## src/ectk_pkg.sv

```systemverilog
// types, constants and helper functions shared by the token classifier modules
`default_nettype none

package ectk_pkg;

    localparam int BYTE_W      = 8;
    localparam int TOK_W       = 16;
    localparam int ACC_W       = 3;
    localparam int QUEUE_DEPTH = 4;
    localparam int QPTR_W      = 2;
    localparam int QCNT_W      = 3;

    typedef logic [ACC_W-1:0]  accent_t;
    typedef logic [BYTE_W-1:0] char_t;

    localparam accent_t ACC_NUMBER = 3'd0;
    localparam accent_t ACC_LENGTH = 3'd1;
    localparam accent_t ACC_ANGLE  = 3'd2;
    localparam accent_t ACC_NAME   = 3'd3;
    localparam accent_t ACC_PUNCT  = 3'd4;
    localparam accent_t ACC_NORMAL = 3'd5;
    localparam accent_t ACC_ERROR  = 3'd6;

    localparam char_t CH_ZERO   = 8'h30;
    localparam char_t CH_NINE   = 8'h39;
    localparam char_t CH_LO_A   = 8'h61;
    localparam char_t CH_LO_Z   = 8'h7a;
    localparam char_t CH_UP_A   = 8'h41;
    localparam char_t CH_UP_Z   = 8'h5a;
    localparam char_t CH_UNDER  = 8'h5f;
    localparam char_t CH_SPACE  = 8'h20;
    localparam char_t CH_TAB    = 8'h09;
    localparam char_t CH_CR     = 8'h0d;
    localparam char_t CH_DOT    = 8'h2e;
    localparam char_t CH_LPAREN = 8'h28;
    localparam char_t CH_RPAREN = 8'h29;
    localparam char_t CH_PLUS   = 8'h2b;
    localparam char_t CH_MINUS  = 8'h2d;
    localparam char_t CH_STAR   = 8'h2a;
    localparam char_t CH_SLASH  = 8'h2f;
    localparam char_t CH_EQUAL  = 8'h3d;
    localparam char_t CH_COMMA  = 8'h2c;
    localparam char_t CH_P      = 8'h70;
    localparam char_t CH_G      = 8'h67;

    typedef enum logic [2:0] {
        CL_DIGIT,
        CL_LETTER,
        CL_SPACE,
        CL_DOT,
        CL_PUNCT,
        CL_OTHER
    } char_class_t;

    typedef enum logic [1:0] {
        KIND_NONE,
        KIND_NUMBER,
        KIND_WORD,
        KIND_SPACE
    } open_kind_t;

    typedef struct packed {
        char_t text_byte;
        logic  end_of_text;
    } in_item_t;

    typedef struct packed {
        accent_t          accent;
        logic [TOK_W-1:0] token_start;
        logic [TOK_W-1:0] token_size;
        logic             final_token;
        logic             run_last;
    } out_item_t;

    typedef struct packed {
        accent_t          accent;
        logic [TOK_W-1:0] start;
        logic [TOK_W-1:0] length;
        logic             ends_text;
    } tok_t;

    // one queue entry holds every token caused by one input beat
    typedef struct packed {
        tok_t tok0;
        tok_t tok1;
        logic two;
    } entry_t;

    typedef struct packed {
        logic dot;
        logic two_dots;
        logic digit;
        logic bad;
    } num_flags_t;

    function automatic char_class_t classify(char_t c);
        char_class_t cl;
        if (c >= CH_ZERO && c <= CH_NINE)
            cl = CL_DIGIT;
        else if ((c >= CH_LO_A && c <= CH_LO_Z) || (c >= CH_UP_A && c <= CH_UP_Z)
                 || c == CH_UNDER)
            cl = CL_LETTER;
        else if (c == CH_SPACE || (c >= CH_TAB && c <= CH_CR))
            cl = CL_SPACE;
        else if (c == CH_DOT)
            cl = CL_DOT;
        else if (c == CH_LPAREN || c == CH_RPAREN || c == CH_PLUS || c == CH_MINUS
                 || c == CH_STAR || c == CH_SLASH || c == CH_EQUAL || c == CH_COMMA)
            cl = CL_PUNCT;
        else
            cl = CL_OTHER;
        return cl;
    endfunction

    function automatic num_flags_t fold_char(num_flags_t f, char_t c);
        num_flags_t r;
        char_class_t cl;
        r  = f;
        cl = classify(c);
        if (cl == CL_DOT)
        begin
            if (f.dot)
                r.two_dots = 1'b1;
            r.dot = 1'b1;
        end
        else if (cl == CL_DIGIT)
            r.digit = 1'b1;
        else
            r.bad = 1'b1;
        return r;
    endfunction

    function automatic accent_t number_accent(num_flags_t f, char_t last);
        num_flags_t g;
        accent_t    acc;
        g = f;
        if (last == CH_P)
            acc = ACC_LENGTH;
        else if (last == CH_G)
            acc = ACC_ANGLE;
        else
        begin
            g   = fold_char(f, last);
            acc = ACC_NUMBER;
        end
        if (g.bad || g.two_dots || !g.digit)
            acc = ACC_ERROR;
        return acc;
    endfunction

endpackage

`default_nettype wire

```

## src/ectk_front.sv

```systemverilog
// front part: classifies each byte, tracks the open token and builds queue entries
`default_nettype none

module ectk_front #(
    parameter int POS_BITS = 16
) (
    input  wire               clk,
    input  wire               rst_n,
    input  wire               in_valid,
    output logic              in_stall,
    input  ectk_pkg::in_item_t in_item,
    input  wire               q_full,
    output logic              q_push,
    output ectk_pkg::entry_t  q_entry
);
    import ectk_pkg::*;

    localparam logic [POS_BITS-1:0] POS_MAX = '1;
    localparam logic [POS_BITS-1:0] POS_ONE = POS_BITS'(1);

    open_kind_t          kind_reg, kind_next, kind_post;
    logic [POS_BITS-1:0] start_reg, start_next, start_post;
    logic [POS_BITS-1:0] len_reg, len_next, len_post;
    logic [POS_BITS-1:0] pos_reg, pos_next, pos_post;
    num_flags_t          flags_reg, flags_next, flags_post;
    char_t               last_reg, last_next, last_post;

    logic        accept;
    char_t       c;
    char_class_t cl;
    logic        cont;
    logic        close_v, single_v, eot_v;
    tok_t        close_tok, single_tok, eot_tok;
    accent_t     close_acc, eot_acc;

    assign in_stall = q_full;
    assign accept   = in_valid && !q_full;
    assign c        = in_item.text_byte;

    always_comb
    begin
        cl = classify(c);

        unique case (kind_reg)
            KIND_NUMBER: cont = (cl == CL_DIGIT) || (cl == CL_LETTER) || (cl == CL_DOT);
            KIND_WORD:   cont = (cl == CL_DIGIT) || (cl == CL_LETTER);
            KIND_SPACE:  cont = (cl == CL_SPACE);
            default:     cont = 1'b0;
        endcase

        unique case (kind_reg)
            KIND_NUMBER: close_acc = number_accent(flags_reg, last_reg);
            KIND_WORD:   close_acc = ACC_NAME;
            default:     close_acc = ACC_NORMAL;
        endcase

        close_v   = !cont && (kind_reg != KIND_NONE);
        close_tok = '{accent: close_acc, start: TOK_W'(start_reg),
                      length: TOK_W'(len_reg), ends_text: 1'b0};

        kind_post  = kind_reg;
        start_post = start_reg;
        len_post   = len_reg;
        flags_post = flags_reg;
        last_post  = last_reg;
        single_v   = 1'b0;
        single_tok = '{accent: ACC_PUNCT, start: TOK_W'(pos_reg),
                       length: TOK_W'(1), ends_text: 1'b0};

        if (cont)
        begin
            len_post = (len_reg == POS_MAX) ? len_reg : len_reg + POS_ONE;
            if (kind_reg == KIND_NUMBER)
            begin
                flags_post = fold_char(flags_reg, last_reg);
                last_post  = c;
            end
        end
        else
        begin
            kind_post  = KIND_NONE;
            start_post = pos_reg;
            len_post   = POS_ONE;
            flags_post = '0;
            last_post  = '0;
            unique case (cl) inside
                CL_DIGIT, CL_DOT:
                begin
                    kind_post = KIND_NUMBER;
                    last_post = c;
                end
                CL_LETTER: kind_post = KIND_WORD;
                CL_SPACE:  kind_post = KIND_SPACE;
                CL_PUNCT:  single_v = 1'b1;
                default:
                begin
                    single_v          = 1'b1;
                    single_tok.accent = ACC_ERROR;
                end
            endcase
        end

        pos_post = (pos_reg == POS_MAX) ? pos_reg : pos_reg + POS_ONE;

        // end of text closes whatever is still open after this byte
        unique case (kind_post)
            KIND_NUMBER: eot_acc = number_accent(flags_post, last_post);
            KIND_WORD:   eot_acc = ACC_NAME;
            default:     eot_acc = ACC_NORMAL;
        endcase
        eot_v   = in_item.end_of_text && (kind_post != KIND_NONE);
        eot_tok = '{accent: eot_acc, start: TOK_W'(start_post),
                    length: TOK_W'(len_post), ends_text: 1'b0};

        q_entry.two = close_v && (single_v || eot_v);
        if (close_v)
            q_entry.tok0 = close_tok;
        else if (single_v)
            q_entry.tok0 = single_tok;
        else
            q_entry.tok0 = eot_tok;
        q_entry.tok1 = single_v ? single_tok : eot_tok;
        q_entry.tok0.ends_text = in_item.end_of_text && !q_entry.two;
        q_entry.tok1.ends_text = in_item.end_of_text;

        q_push = accept && (close_v || single_v || eot_v);

        kind_next  = kind_reg;
        start_next = start_reg;
        len_next   = len_reg;
        pos_next   = pos_reg;
        flags_next = flags_reg;
        last_next  = last_reg;
        if (accept)
        begin
            if (in_item.end_of_text)
            begin
                kind_next  = KIND_NONE;
                start_next = '0;
                len_next   = '0;
                pos_next   = '0;
                flags_next = '0;
                last_next  = '0;
            end
            else
            begin
                kind_next  = kind_post;
                start_next = start_post;
                len_next   = len_post;
                pos_next   = pos_post;
                flags_next = flags_post;
                last_next  = last_post;
            end
        end
    end

    always_ff @(posedge clk or negedge rst_n)
    begin
        if (!rst_n)
        begin
            kind_reg  <= KIND_NONE;
            start_reg <= '0;
            len_reg   <= '0;
            pos_reg   <= '0;
            flags_reg <= '0;
            last_reg  <= '0;
        end
        else
        begin
            kind_reg  <= kind_next;
            start_reg <= start_next;
            len_reg   <= len_next;
            pos_reg   <= pos_next;
            flags_reg <= flags_next;
            last_reg  <= last_next;
        end
    end

endmodule

`default_nettype wire

```

## src/ectk_queue.sv

```systemverilog
// short entry queue between the front and the back part
`default_nettype none

module ectk_queue (
    input  wire              clk,
    input  wire              rst_n,
    input  wire              push,
    input  ectk_pkg::entry_t push_entry,
    output logic             full,
    input  wire              pop,
    output logic             empty,
    output ectk_pkg::entry_t head
);
    import ectk_pkg::*;

    entry_t             entry_reg [QUEUE_DEPTH];
    logic [QPTR_W-1:0]  wr_ptr_reg, wr_ptr_next;
    logic [QPTR_W-1:0]  rd_ptr_reg, rd_ptr_next;
    logic [QCNT_W-1:0]  cnt_reg, cnt_next;

    assign full  = (cnt_reg == QCNT_W'(QUEUE_DEPTH));
    assign empty = (cnt_reg == '0);
    assign head  = entry_reg[rd_ptr_reg];

    always_comb
    begin
        wr_ptr_next = push ? wr_ptr_reg + QPTR_W'(1) : wr_ptr_reg;
        rd_ptr_next = pop ? rd_ptr_reg + QPTR_W'(1) : rd_ptr_reg;
        cnt_next    = cnt_reg;
        if (push && !pop)
            cnt_next = cnt_reg + QCNT_W'(1);
        else if (pop && !push)
            cnt_next = cnt_reg - QCNT_W'(1);
    end

    always_ff @(posedge clk or negedge rst_n)
    begin
        if (!rst_n)
        begin
            wr_ptr_reg <= '0;
            rd_ptr_reg <= '0;
            cnt_reg    <= '0;
        end
        else
        begin
            wr_ptr_reg <= wr_ptr_next;
            rd_ptr_reg <= rd_ptr_next;
            cnt_reg    <= cnt_next;
        end
    end

    always_ff @(posedge clk)
    begin
        if (push)
            entry_reg[wr_ptr_reg] <= push_entry;
    end

endmodule

`default_nettype wire

```

## src/ectk_back.sv

```systemverilog
// back part: splits queue entries into single result beats behind an output register
`default_nettype none

module ectk_back (
    input  wire                 clk,
    input  wire                 rst_n,
    input  wire                 q_empty,
    input  ectk_pkg::entry_t    q_head,
    output logic                q_pop,
    output logic                out_valid,
    input  wire                 out_stall,
    output ectk_pkg::out_item_t out_item
);
    import ectk_pkg::*;

    logic      sel_reg, sel_next;
    logic      valid_reg, valid_next;
    out_item_t item_reg, item_next;
    logic      load;
    logic      last_of_entry;
    tok_t      tok;

    assign out_valid = valid_reg;
    assign out_item  = item_reg;

    always_comb
    begin
        load          = !q_empty && (!valid_reg || !out_stall);
        tok           = sel_reg ? q_head.tok1 : q_head.tok0;
        last_of_entry = sel_reg || !q_head.two;
        q_pop         = load && last_of_entry;

        item_next = '{accent: tok.accent, token_start: tok.start,
                      token_size: tok.length, final_token: tok.ends_text,
                      run_last: last_of_entry};

        sel_next   = sel_reg;
        valid_next = valid_reg;
        if (load)
        begin
            sel_next   = !last_of_entry;
            valid_next = 1'b1;
        end
        else if (!out_stall)
            valid_next = 1'b0;
    end

    always_ff @(posedge clk or negedge rst_n)
    begin
        if (!rst_n)
        begin
            sel_reg   <= 1'b0;
            valid_reg <= 1'b0;
        end
        else
        begin
            sel_reg   <= sel_next;
            valid_reg <= valid_next;
        end
    end

    always_ff @(posedge clk)
    begin
        if (load)
            item_reg <= item_next;
    end

endmodule

`default_nettype wire

```

## src/expression_token_classifier.sv

```systemverilog
// top level of the expression token classifier
// path: a token passes through the queue and then the output register after the byte that completes it
// throughput: one byte per cycle in unless the queue is full, one token beat per
//   cycle out unless stalled; a byte that yields two tokens is absorbed by the four-entry queue
// reset: rst_n clears the open token, byte position, queue and output register
`default_nettype none

module expression_token_classifier #(
    parameter int POS_BITS = 16
) (
    input  wire                 clk,
    input  wire                 rst_n,
    input  wire                 in_valid,
    output logic                in_stall,
    input  ectk_pkg::in_item_t  in_item,
    output logic                out_valid,
    input  wire                 out_stall,
    output ectk_pkg::out_item_t out_item
);
    import ectk_pkg::*;

    logic   q_push, q_full, q_pop, q_empty;
    entry_t q_entry, q_head;

    ectk_front #(
        .POS_BITS (POS_BITS)
    ) u_front (
        .clk      (clk),
        .rst_n    (rst_n),
        .in_valid (in_valid),
        .in_stall (in_stall),
        .in_item  (in_item),
        .q_full   (q_full),
        .q_push   (q_push),
        .q_entry  (q_entry)
    );

    ectk_queue u_queue (
        .clk        (clk),
        .rst_n      (rst_n),
        .push       (q_push),
        .push_entry (q_entry),
        .full       (q_full),
        .pop        (q_pop),
        .empty      (q_empty),
        .head       (q_head)
    );

    ectk_back u_back (
        .clk       (clk),
        .rst_n     (rst_n),
        .q_empty   (q_empty),
        .q_head    (q_head),
        .q_pop     (q_pop),
        .out_valid (out_valid),
        .out_stall (out_stall),
        .out_item  (out_item)
    );

endmodule

`default_nettype wire

```

## config.mk

```make
export PLATFORM = sky130hd
export DESIGN_NAME = expression_token_classifier
export DESIGN_NICKNAME = d
export VERILOG_FILES = /design/src/ectk_pkg.sv /design/src/ectk_front.sv /design/src/ectk_queue.sv /design/src/ectk_back.sv /design/src/expression_token_classifier.sv
export SDC_FILE = /design/constraint.sdc
export NUM_CORES = 1
export LEC_CHECK = 0
export ABC_CLOCK_PERIOD_IN_PS = 4900
export CAP_MARGIN = 30
export CORE_ASPECT_RATIO = 1.2
export CORE_UTILIZATION = 45
export DETAILED_ROUTE_END_ITERATION = 10
export DONT_BUFFER_PORTS = 1
export SYNTH_ARGS = -nofsm -noshare
export SYNTH_HDL_FRONTEND = slang
export SYNTH_SLANG_ARGS = --single-unit
export TNS_END_PERCENT = 50
```

## constraint.sdc

```tcl
create_clock -name clk -period 4.9 [get_ports clk]
set_input_delay 0.98 -clock clk [delete_from_list [all_inputs] [get_ports clk]]
set_output_delay 0.98 -clock clk [all_outputs]
set_load 0.01 [all_outputs]
```

==> results of run 1 <==
==> routing by layer <==
layer | vias to the layer above | global-route usage, %
li1 | 4153 | -
met1 | 4704 | 26.4
met2 | 224 | 31.8
met3 | 55 | 3.18
met4 | 0 | 5.63
met5 | - | 0
==> stage by stage <==
stage	area (µm²)	cells	power, mW	util (%)
after floorplan	17000	1049	6.55	-
after global placement	17700	1495	7.29	47.8
after detailed placement	17700	1496	7.33	47.9
final	19000	1570	10.1	51.3
after CTS	19000	1570	10.3	51.3
after global routing	19000	1570	10.6	51.3
==> synthesized netlist by cell type, types with 4 or more instances <==
library cell | instances | area (µm²)
nand4_1 | 7 | 43.8
a31oi_1 | 8 | 50.1
xnor2_1 | 9 | 78.8
xor2_1 | 17 | 149
a22oi_1 | 4 | 30.0
nand2_1 | 87 | 327
buf_2 | 12 | 60.1
inv_1 | 20 | 75.1
a21o_1 | 12 | 90.1
o21a_1 | 4 | 30.0
nand2b_1 | 7 | 43.8
mux4_2 | 73 | 1640
a21oi_1 | 31 | 155
nor3b_1 | 4 | 30.0
dfrtp_1 | 71 | 1780
and3_1 | 10 | 62.6
o21ai_0 | 30 | 150
ha_1 | 14 | 175
nand3_1 | 22 | 110
mux2_2 | 53 | 597
mux2i_1 | 6 | 60.1
nor3_1 | 6 | 30.0
and2_1 | 9 | 56.3
clkbuf_1 | 29 | 109
or3_1 | 6 | 37.5
nor2_1 | 62 | 233
o22ai_1 | 6 | 37.5
buf_1 | 12 | 45.0
a22o_1 | 27 | 236
edfxtp_1 | 329 | 9880
==> final cells by class <==
type	count	area share, %
clock buffer	60	6.10
clock inverter	14	0.527
inverter	20	0.396
multi-input combinational	576	26.8
sequential	400	61.5
tap	474	3.13
timing repair buffer	26	1.60
==> worst paths after layout <==
kind                                         end  slack, ns  cells past startpoint
max                           u_queue.cnt_reg[1]       0.67                     16
min                         u_front.start_reg[2]       0.13                      0
max reg2reg                   u_queue.cnt_reg[1]       0.67                     16
min reg2reg                   u_queue.cnt_reg[2]       0.48                      1
max in group asynchronous  u_front.start_reg[15]       4.64                      0
min in group clk              u_queue.cnt_reg[2]       0.48                      1
==> kinds of logic after synthesis <==
logic type      count (synthesis)  synth area share (%)
fa+ha+maj                      15                  1.15
mux                           132                  13.5
compound gates                158                  6.67
simple gates                  245                  6.99
flops                         400                  68.6
xor+xnor                       26                  1.34
buf+inv                        73                  1.70
==> power breakdown <==
part	internal, mW	switching, mW
clock	1.69	1.24
sequential	4.50	0.384
combinational	1.10	1.20
total	7.30	2.82
==> impl_metrics.tcl, run 1 <==
set metrics [dict create \
    routed-via-count 9136 \
    yosysWarnings 0 \
    port-buffer-count 0 \
    critical-path-max-stage-delay_ns 0.40 \
    synth_cell_types 73 \
    post-cts-setup-buffer-count 0 \
    syn_inst 1049 \
    final-seq-area_um2 11700 \
    cp.required_ns 5.31 \
    clkLatencyLatePin_ns 0.54 \
    overflow 0 \
    skew_ns 0.0175 \
    crit_chain "inv_1 -> ha_1 -> or2_2 -> a32oi_1 -> o32ai_2 -> o21ba_2 -> or3_1 -> o21ai_0 -> ha_1 -> inv_1 -> a21oi_1 -> a21oi_2 -> ha_1 -> inv_1 -> fa_1 -> mux2_2" \
    coreArea_um2 37000 \
    synth_ff_type "edfxtp_1" \
    place.gp.congestion 0.878 \
    dr_wl_met2_mm 17.6 \
    top_layer "met4" \
    max_freq_mhz 236 \
    peakVddDrop_mv 0.245 \
    worst_slew_pin_slew_ns 0.952 \
    cts.clk_slew.worst_paths_ns 0.06 \
    multiInputGateArea_um2 5080 \
    antenna_found_initial 0 \
    clock_path_buffers 3 \
    largest_reg_flops 292 \
    wl_met1_mm 15.5 \
    fp.dieW_um 179 \
    cp_max_fo 8 \
    ctsHtreeMaxLevel 2 \
    hpwl_mm 21.4 \
    cts_tree "built" \
    p_leak_nw 6.66 \
    rsz0062_at_grt "false" \
    grt_pass1_vias 9573 \
    synth_seq_cells 400 \
    num_antenna_cells 0 \
    dieArea_um2 38500 \
    synth_area_per_cell_um2 16.2 \
    n_fill_cell 3052 \
    power_density_nw_per_um2 533 \
    cp_top_family "compound AO/OA/AOI/OAI gates" \
    wl_per_cell_um 22.7 \
    outcome "complete, but fails checks" \
    grt_pass1_wl_mm 56.1 \
    preCtsSetupSlack_ns 0.525 \
    start_kind "flop" \
    pin_count 52 \
    cts_resized 0 \
    cap_viol_max_count 0 \
    ant_nets 0 \
    crit_start "u_front.kind_reg[1]" \
    min_period_ns 4.23 \
    cts_buffers 40 \
    drt_first_pass_iters 10 \
    failed_checks "DRC" \
    routed-wl-met3_mm 1.67 \
    r2r-start "u_front.kind_reg[1]" \
    maxSlewViolCount 0 \
    fin_nets 1092 \
    path_buf_inv 3 \
    crit_arrival_ns 4.65 \
    fin_hold_ws_ns 0.134 \
    avgViaCountPerCell 5.82 \
    finalCritPeriodShare_pct 86.4 \
    syn-cell-area_um2 17000 \
    final_common_cell "edfxtp_1" \
    synth_edf_count 329 \
    ys_async_sr_fraction_pct 17.8 \
    drc 8 \
    layout_setup_ws_ns 0.667 \
    slew_headroom_pct 36.3 \
    drt_iter0_drc 839 \
    mostFrequentLayoutCells "329 x edfxtp_1, 87 x nand2_1, 73 x mux4_2" \
    area_growth_pct 11.7 \
    hold_viol 0 \
    fin_tns_setup_ns 0 \
    finalSetupViolations 0 \
    fp.dieH_um 215 \
    ys_seq_area_share_pct 68.6 \
    hold_path.class "in2async" \
    critPathKind "reg2reg" \
    grtUsageTotal_pct 19.3 \
    routed_wl_mm 35.6 \
    cts_root_buf "clkbuf_16" \
    cp-end-kind "flop" \
    cpMaxStageDelayCell "dfrtp_1" \
    grt_max_degree 72 \
    start_util_pct 45.9 \
    clock_sinks 400 \
    rows 77 \
    cts_hold_buf 0 \
    syn_nets 1077 \
    drive_gt1_share_pct 21.6 \
]
No activity file was read; power rests on OpenSTA's default activity.
==> inputs of run 2 (changes only) <==
--- a/config.mk
+++ b/config.mk
@@ -11,7 +11,8 @@
 export CORE_UTILIZATION = 45
 export DETAILED_ROUTE_END_ITERATION = 10
 export DONT_BUFFER_PORTS = 1
+export PLACE_DENSITY = 0.68
 export SYNTH_ARGS = -nofsm -noshare
 export SYNTH_HDL_FRONTEND = slang
 export SYNTH_SLANG_ARGS = --single-unit
-export TNS_END_PERCENT = 50
+export TNS_END_PERCENT = 20
==> run 2 against run 1 <==
- the run still ends with DRC left
- combinational power shrank 2%
- via count shrank 0.14%
- critical path depth grew 1
- register-to-register slack lost 0.02 ns
- hold slack lost 0.0059 ns
- setup slack lost 0.024 ns
==> impl_metrics.tcl, run 2 (same netlist as run 1, synthesis figures left out) <==
set metrics [dict create \
    cap_viol_max_count 0 \
    ctsHtreeMaxLevel 2 \
    min_period_ns 4.26 \
    crit_arrival_ns 4.69 \
    grt_pass1_wl_mm 54.0 \
    routed-via-count 9123 \
    maxSlewViolCount 0 \
    port-buffer-count 0 \
    hold_path.class "in2async" \
    mostFrequentLayoutCells "329 x edfxtp_1, 87 x nand2_1, 73 x mux4_2" \
    final-seq-area_um2 11700 \
    place.gp.congestion 0.878 \
    worst_slew_pin_slew_ns 1.02 \
    critical-path-max-stage-delay_ns 0.39 \
    fin_nets 1087 \
    cts_root_buf "clkbuf_16" \
    routed_wl_mm 34.1 \
    num_antenna_cells 0 \
    largest_reg_flops 292 \
    peakVddDrop_mv 0.279 \
    crit_chain "inv_1 -> ha_1 -> or2_2 -> a32oi_1 -> o32ai_2 -> o21ba_2 -> or3_1 -> o21ai_0 -> ha_1 -> inv_1 -> a21oi_1 -> a21oi_2 -> buf_4 -> ha_1 -> inv_1 -> fa_1 -> mux2_2" \
    drc 10 \
    p_leak_nw 6.64 \
    dieArea_um2 38500 \
    p_total_mw 10.2 \
    clock_path_buffers 3 \
    finalCritPeriodShare_pct 86.9 \
    max_freq_mhz 235 \
    ant_nets 0 \
    fp.dieH_um 215 \
    post-cts-setup-buffer-count 0 \
    start_kind "flop" \
    grt_pass1_vias 9576 \
    grtUsageTotal_pct 18.4 \
    wl_per_cell_um 21.8 \
    cts_hold_buf 0 \
    coreArea_um2 37000 \
    skew_ns 0.0227 \
    cp.required_ns 5.33 \
    overflow 0 \
    hpwl_mm 20.0 \
    critPathKind "reg2reg" \
    drive_gt1_share_pct 21.7 \
    multiInputGateArea_um2 5080 \
    cts_tree "built" \
    drt_first_pass_iters 8 \
    final_common_cell "edfxtp_1" \
    slew_headroom_pct 32.0 \
    outcome "complete, but fails checks" \
    pin_count 52 \
    avgViaCountPerCell 5.83 \
    cp_max_fo 7 \
    cts.clk_slew.worst_paths_ns 0.06 \
    rows 77 \
    cp-end-kind "flop" \
    rsz0062_at_grt "false" \
    clkLatencyLatePin_ns 0.55 \
    layout_setup_ws_ns 0.643 \
    cpMaxStageDelayCell "dfrtp_1" \
    fp.dieW_um 179 \
    clock_sinks 400 \
    grt_max_degree 72 \
    power_density_nw_per_um2 539 \
    preCtsSetupSlack_ns 0.368 \
    drt_iter0_drc 666 \
    cts_buffers 41 \
    n_fill_cell 3012 \
    finalSetupViolations 0 \
    failed_checks "DRC" \
    area_growth_pct 11.4 \
    antenna_found_initial 0 \
    cts_resized 0 \
    start_util_pct 45.9 \
    hold_viol 0 \
]
==> run 2: layer usage <==
layer / vias to the layer above / track usage, % / part of all wire (%)
met5: - / 0 / 0
met4: 0 / 6.72 / 2.8
met3: 64 / 2.94 / 4.1
met2: 222 / 30.9 / 51
met1: 4718 / 23.9 / 42
li1: 4119 / - / -
==> run 2: report_power, final <==
part | total (mW) | switching, mW | internal (mW)
sequential | 4.87 | 0.368 | 4.51
clock | 3.08 | 1.28 | 1.80
combinational | 2.25 | 1.18 | 1.07
==> run 2: final timing paths <==
check,from,endpoint,slack [ns],depth (start not counted)
setup / recovery,u_front.kind_reg[1],u_queue.cnt_reg[1],0.64,17
hold reg to reg,u_queue.cnt_reg[2],u_queue.cnt_reg[2],0.49,1
min in group clk,u_queue.cnt_reg[2],u_queue.cnt_reg[2],0.49,1
hold / removal,rst_n,u_front.kind_reg[1],0.13,0
max in group asynchronous,rst_n,u_back.sel_reg,4.59,0
setup reg to reg,u_front.kind_reg[1],u_queue.cnt_reg[1],0.64,17
==> run 2: critical path, delay by kind of cell, from the launching register on <==
| family | cells | cell delay [ns] |
|---|---|---|
| and+or+nand+nor | 2 | 0.68 |
| buffers and inverters | 4 | 0.40 |
| DFF | 1 | 0.39 |
| muxes | 1 | 0.27 |
| AOI/OAI and AO/OA | 6 | 1.32 |
| adders and majority gates | 4 | 1.09 |
==> run 2: area by class of cell <==
type	instances	share of cell area [%]
Tap cell	474	3.13
Clock inverter	20	1.02
Multi-Input combinational cell	576	26.8
Timing Repair Buffer	20	1.00
Sequential cell	400	61.6
Clock buffer	55	6.03
Inverter	20	0.397
==> run 2: per-stage QoR <==
stage / area [µm²] / TNS [ns] / instances / util (%) / hold slack, ns
after floorplan: 17000 / -96.61 / 1049 / - / 0.456
after global placement: 17500 / 0 / 1488 / 47.4 / 0.476
after detailed placement: 17600 / 0 / 1489 / 47.5 / 0.482
after CTS: 18900 / 0 / 1564 / 51.1 / 0.110
after global routing: 18900 / 0 / 1565 / 51.2 / 0.110
final: 18900 / 0 / 1565 / 51.2 / 0.129
==> inputs of run 3 (changes only) <==
--- a/config.mk
+++ b/config.mk
@@ -12,6 +12,7 @@
 export DETAILED_ROUTE_END_ITERATION = 10
 export DONT_BUFFER_PORTS = 1
 export PLACE_DENSITY = 0.68
+export RECOVER_POWER = 25
 export SYNTH_ARGS = -nofsm -noshare
 export SYNTH_HDL_FRONTEND = slang
 export SYNTH_SLANG_ARGS = --single-unit
==> run 3 against run 2 <==
- the flow finishes with violations (DRC, capacitance limit, slew limit)
- setup slack worse by 0.0022 ns
- wire length is 0.13% lower
- sequential power hardly changed
- power hardly changed
- die area stayed put
- register-to-register slack hardly changed
- cell count stayed put
- clock skew hardly changed
- hold slack worse by 0.00057 ns
- via count is 0.36% higher
- non-clock buffer count stayed put
==> impl_metrics.tcl, run 3 (same netlist as run 1, synthesis figures left out) <==
set metrics [dict create \
    drt_first_pass_iters 8 \
    peakVddDrop_mv 0.279 \
    area_growth_pct 11.4 \
    cap_viol_max_count 3 \
    cpMaxStageDelayCell "and2_4" \
    slew_headroom_pct -63.4 \
    coreArea_um2 37000 \
    antenna_found_initial 0 \
    cp_max_fo 59 \
    post-cts-setup-buffer-count 0 \
    p_int_mw 7.38 \
    finalCritPeriodShare_pct 86.9 \
    clock_path_buffers 3 \
    cp.required_ns 5.13 \
    min_period_ns 4.26 \
    grtUsageTotal_pct 18.4 \
    overflow 0 \
    start_kind "flop" \
    grt_pass1_wl_mm 54.0 \
    grt_pass1_vias 9576 \
    largest_reg_flops 292 \
    max_freq_mhz 235 \
    ant_nets 0 \
    pwr-share-seq_pct 47.8 \
    cts_buffers 41 \
    avgViaCountPerCell 5.85 \
    rsz0062_at_grt "false" \
    clkPwrFrac_pct 30.2 \
    num_antenna_cells 0 \
    path_buf_inv 3 \
    final-seq-area_um2 11700 \
    critPathKind "reg2reg" \
    netSwitchingPower_mw 2.83 \
    crit_arrival_ns 4.49 \
    power_density_nw_per_um2 540 \
    outcome "complete, but fails checks" \
    place.gp.congestion 0.878 \
    drc 10 \
    pin_count 52 \
    dieArea_um2 38500 \
    fp.dieH_um 215 \
    finalSetupViolations 0 \
    multiInputGateArea_um2 5080 \
    maxSlewViolCount 97 \
    rows 77 \
    final_common_cell "edfxtp_1" \
    fin_hold_ws_ns 0.128 \
    fin_tns_setup_ns 0 \
    critical-path-max-stage-delay_ns 0.81 \
    mostFrequentLayoutCells "329 x edfxtp_1, 87 x nand2_1, 73 x mux4_2" \
    n_fill_cell 3012 \
    skew_ns 0.0228 \
    hold_viol 0 \
    p_sw_share_pct 27.7 \
    cts_tree "built" \
    start_util_pct 45.9 \
    cts_hold_buf 0 \
    cts_root_buf "clkbuf_16" \
    p_total_mw 10.2 \
    cp_top_family "compound AO/OA/AOI/OAI gates" \
    failed_checks "DRC, capacitance limit, slew limit" \
    ctsHtreeMaxLevel 2 \
    routed_wl_mm 34.1 \
    p_leak_nw 6.65 \
    drive_gt1_share_pct 20.1 \
    clock_sinks 400 \
    hpwl_mm 20.0 \
    power_frac_comb_pct 22.1 \
    grt_max_degree 72 \
    hold_path.class "in2async" \
    fp.dieW_um 179 \
    cp-end-kind "flop" \
    fin_nets 1087 \
    routed-via-count 9156 \
    crit_chain "inv_1 -> ha_1 -> or2_2 -> a32oi_1 -> o32ai_2 -> o21bai_2 -> o21ai_0 -> ha_1 -> inv_1 -> a21oi_1 -> a21oi_2 -> and2_4 -> buf_4" \
    worst_slew_pin_slew_ns 2.45 \
    wl_per_cell_um 21.8 \
    cts_resized 0 \
    drt_iter0_drc 663 \
    clkLatencyLatePin_ns 0.55 \
    cts.clk_slew.worst_paths_ns 0.06 \
    port-buffer-count 0 \
]
[run 3: changes by cell type in the layout (fill, tap and decap cells not counted), sizes merged]
cell / before / now
clkbuf: 55 / 57
buf: 20 / 18
[run 3: worst register-to-register path, cell delays in order, from the launching register on]
cell,delay [ns]
dfrtp_1,0.39
inv_1,0.09
ha_1,0.27
or2_2,0.34
a32oi_1,0.27
o32ai_2,0.19
o21bai_2,0.24
o21ai_0,0.22
ha_1,0.26
inv_1,0.05
a21oi_1,0.11
a21oi_2,0.27
and2_4,0.81
buf_4,0.43
[run 3: through the flow]
| step | utilization, % | cells | cell area, µm² | setup WS [ns] |
|---|---|---|---|---|
| 2_1_floorplan | - | 1049 | 17000 | -0.441 |
| 3_3_place_gp | 47.4 | 1488 | 17500 | 0.423 |
| 3_5_place_dp | 47.5 | 1489 | 17600 | 0.368 |
| 4_1_cts | 51.1 | 1564 | 18900 | 0.670 |
| 5_1_grt | 51.1 | 1565 | 18900 | 0.361 |
| 6_report | 51.1 | 1565 | 18900 | 0.640 |
[run 3: path summary, 6_finish.rpt]
path / start / to / slack, ns / cells after the start
setup reg to reg: u_front.kind_reg[1] / u_queue.entry_reg[0][18] / 0.64 / 13
hold reg to reg: u_queue.cnt_reg[2] / u_queue.cnt_reg[2] / 0.49 / 1
hold / removal: rst_n / u_front.kind_reg[1] / 0.13 / 0
setup / recovery: u_front.kind_reg[1] / u_queue.entry_reg[0][18] / 0.64 / 13
min in group clk: u_queue.cnt_reg[2] / u_queue.cnt_reg[2] / 0.49 / 1
max in group asynchronous: rst_n / u_back.sel_reg / 4.59 / 0
[run 3: layout make-up]
cell class | count | area share (%)
sequential | 400 | 61.6
inverter | 20 | 0.397
multi-input combinational | 576 | 26.8
tap | 474 | 3.13
clock buffer | 55 | 6.03
timing repair buffer | 20 | 0.966
clock inverter | 20 | 1.02
[run 3: routing by layer]
layer	vias up	part of all wire, %	GRT usage, %	wire length [µm]
li1	4125	-	-	-
met1	4733	42	23.9	14300
met2	232	51	30.9	17400
met3	66	4.4	2.94	1520
met4	0	2.8	6.72	961
met5	-	0	0	0
[run 3: power groups by stage]
stage	clock network, mW	registers [mW]	logic [mW]
detailed placement	0	4.96	2.29
global route	3.28	4.95	2.45
CTS	3.15	4.89	2.30
floorplan	0	4.82	1.74
finish	3.08	4.88	2.25
global placement	0	4.94	2.27
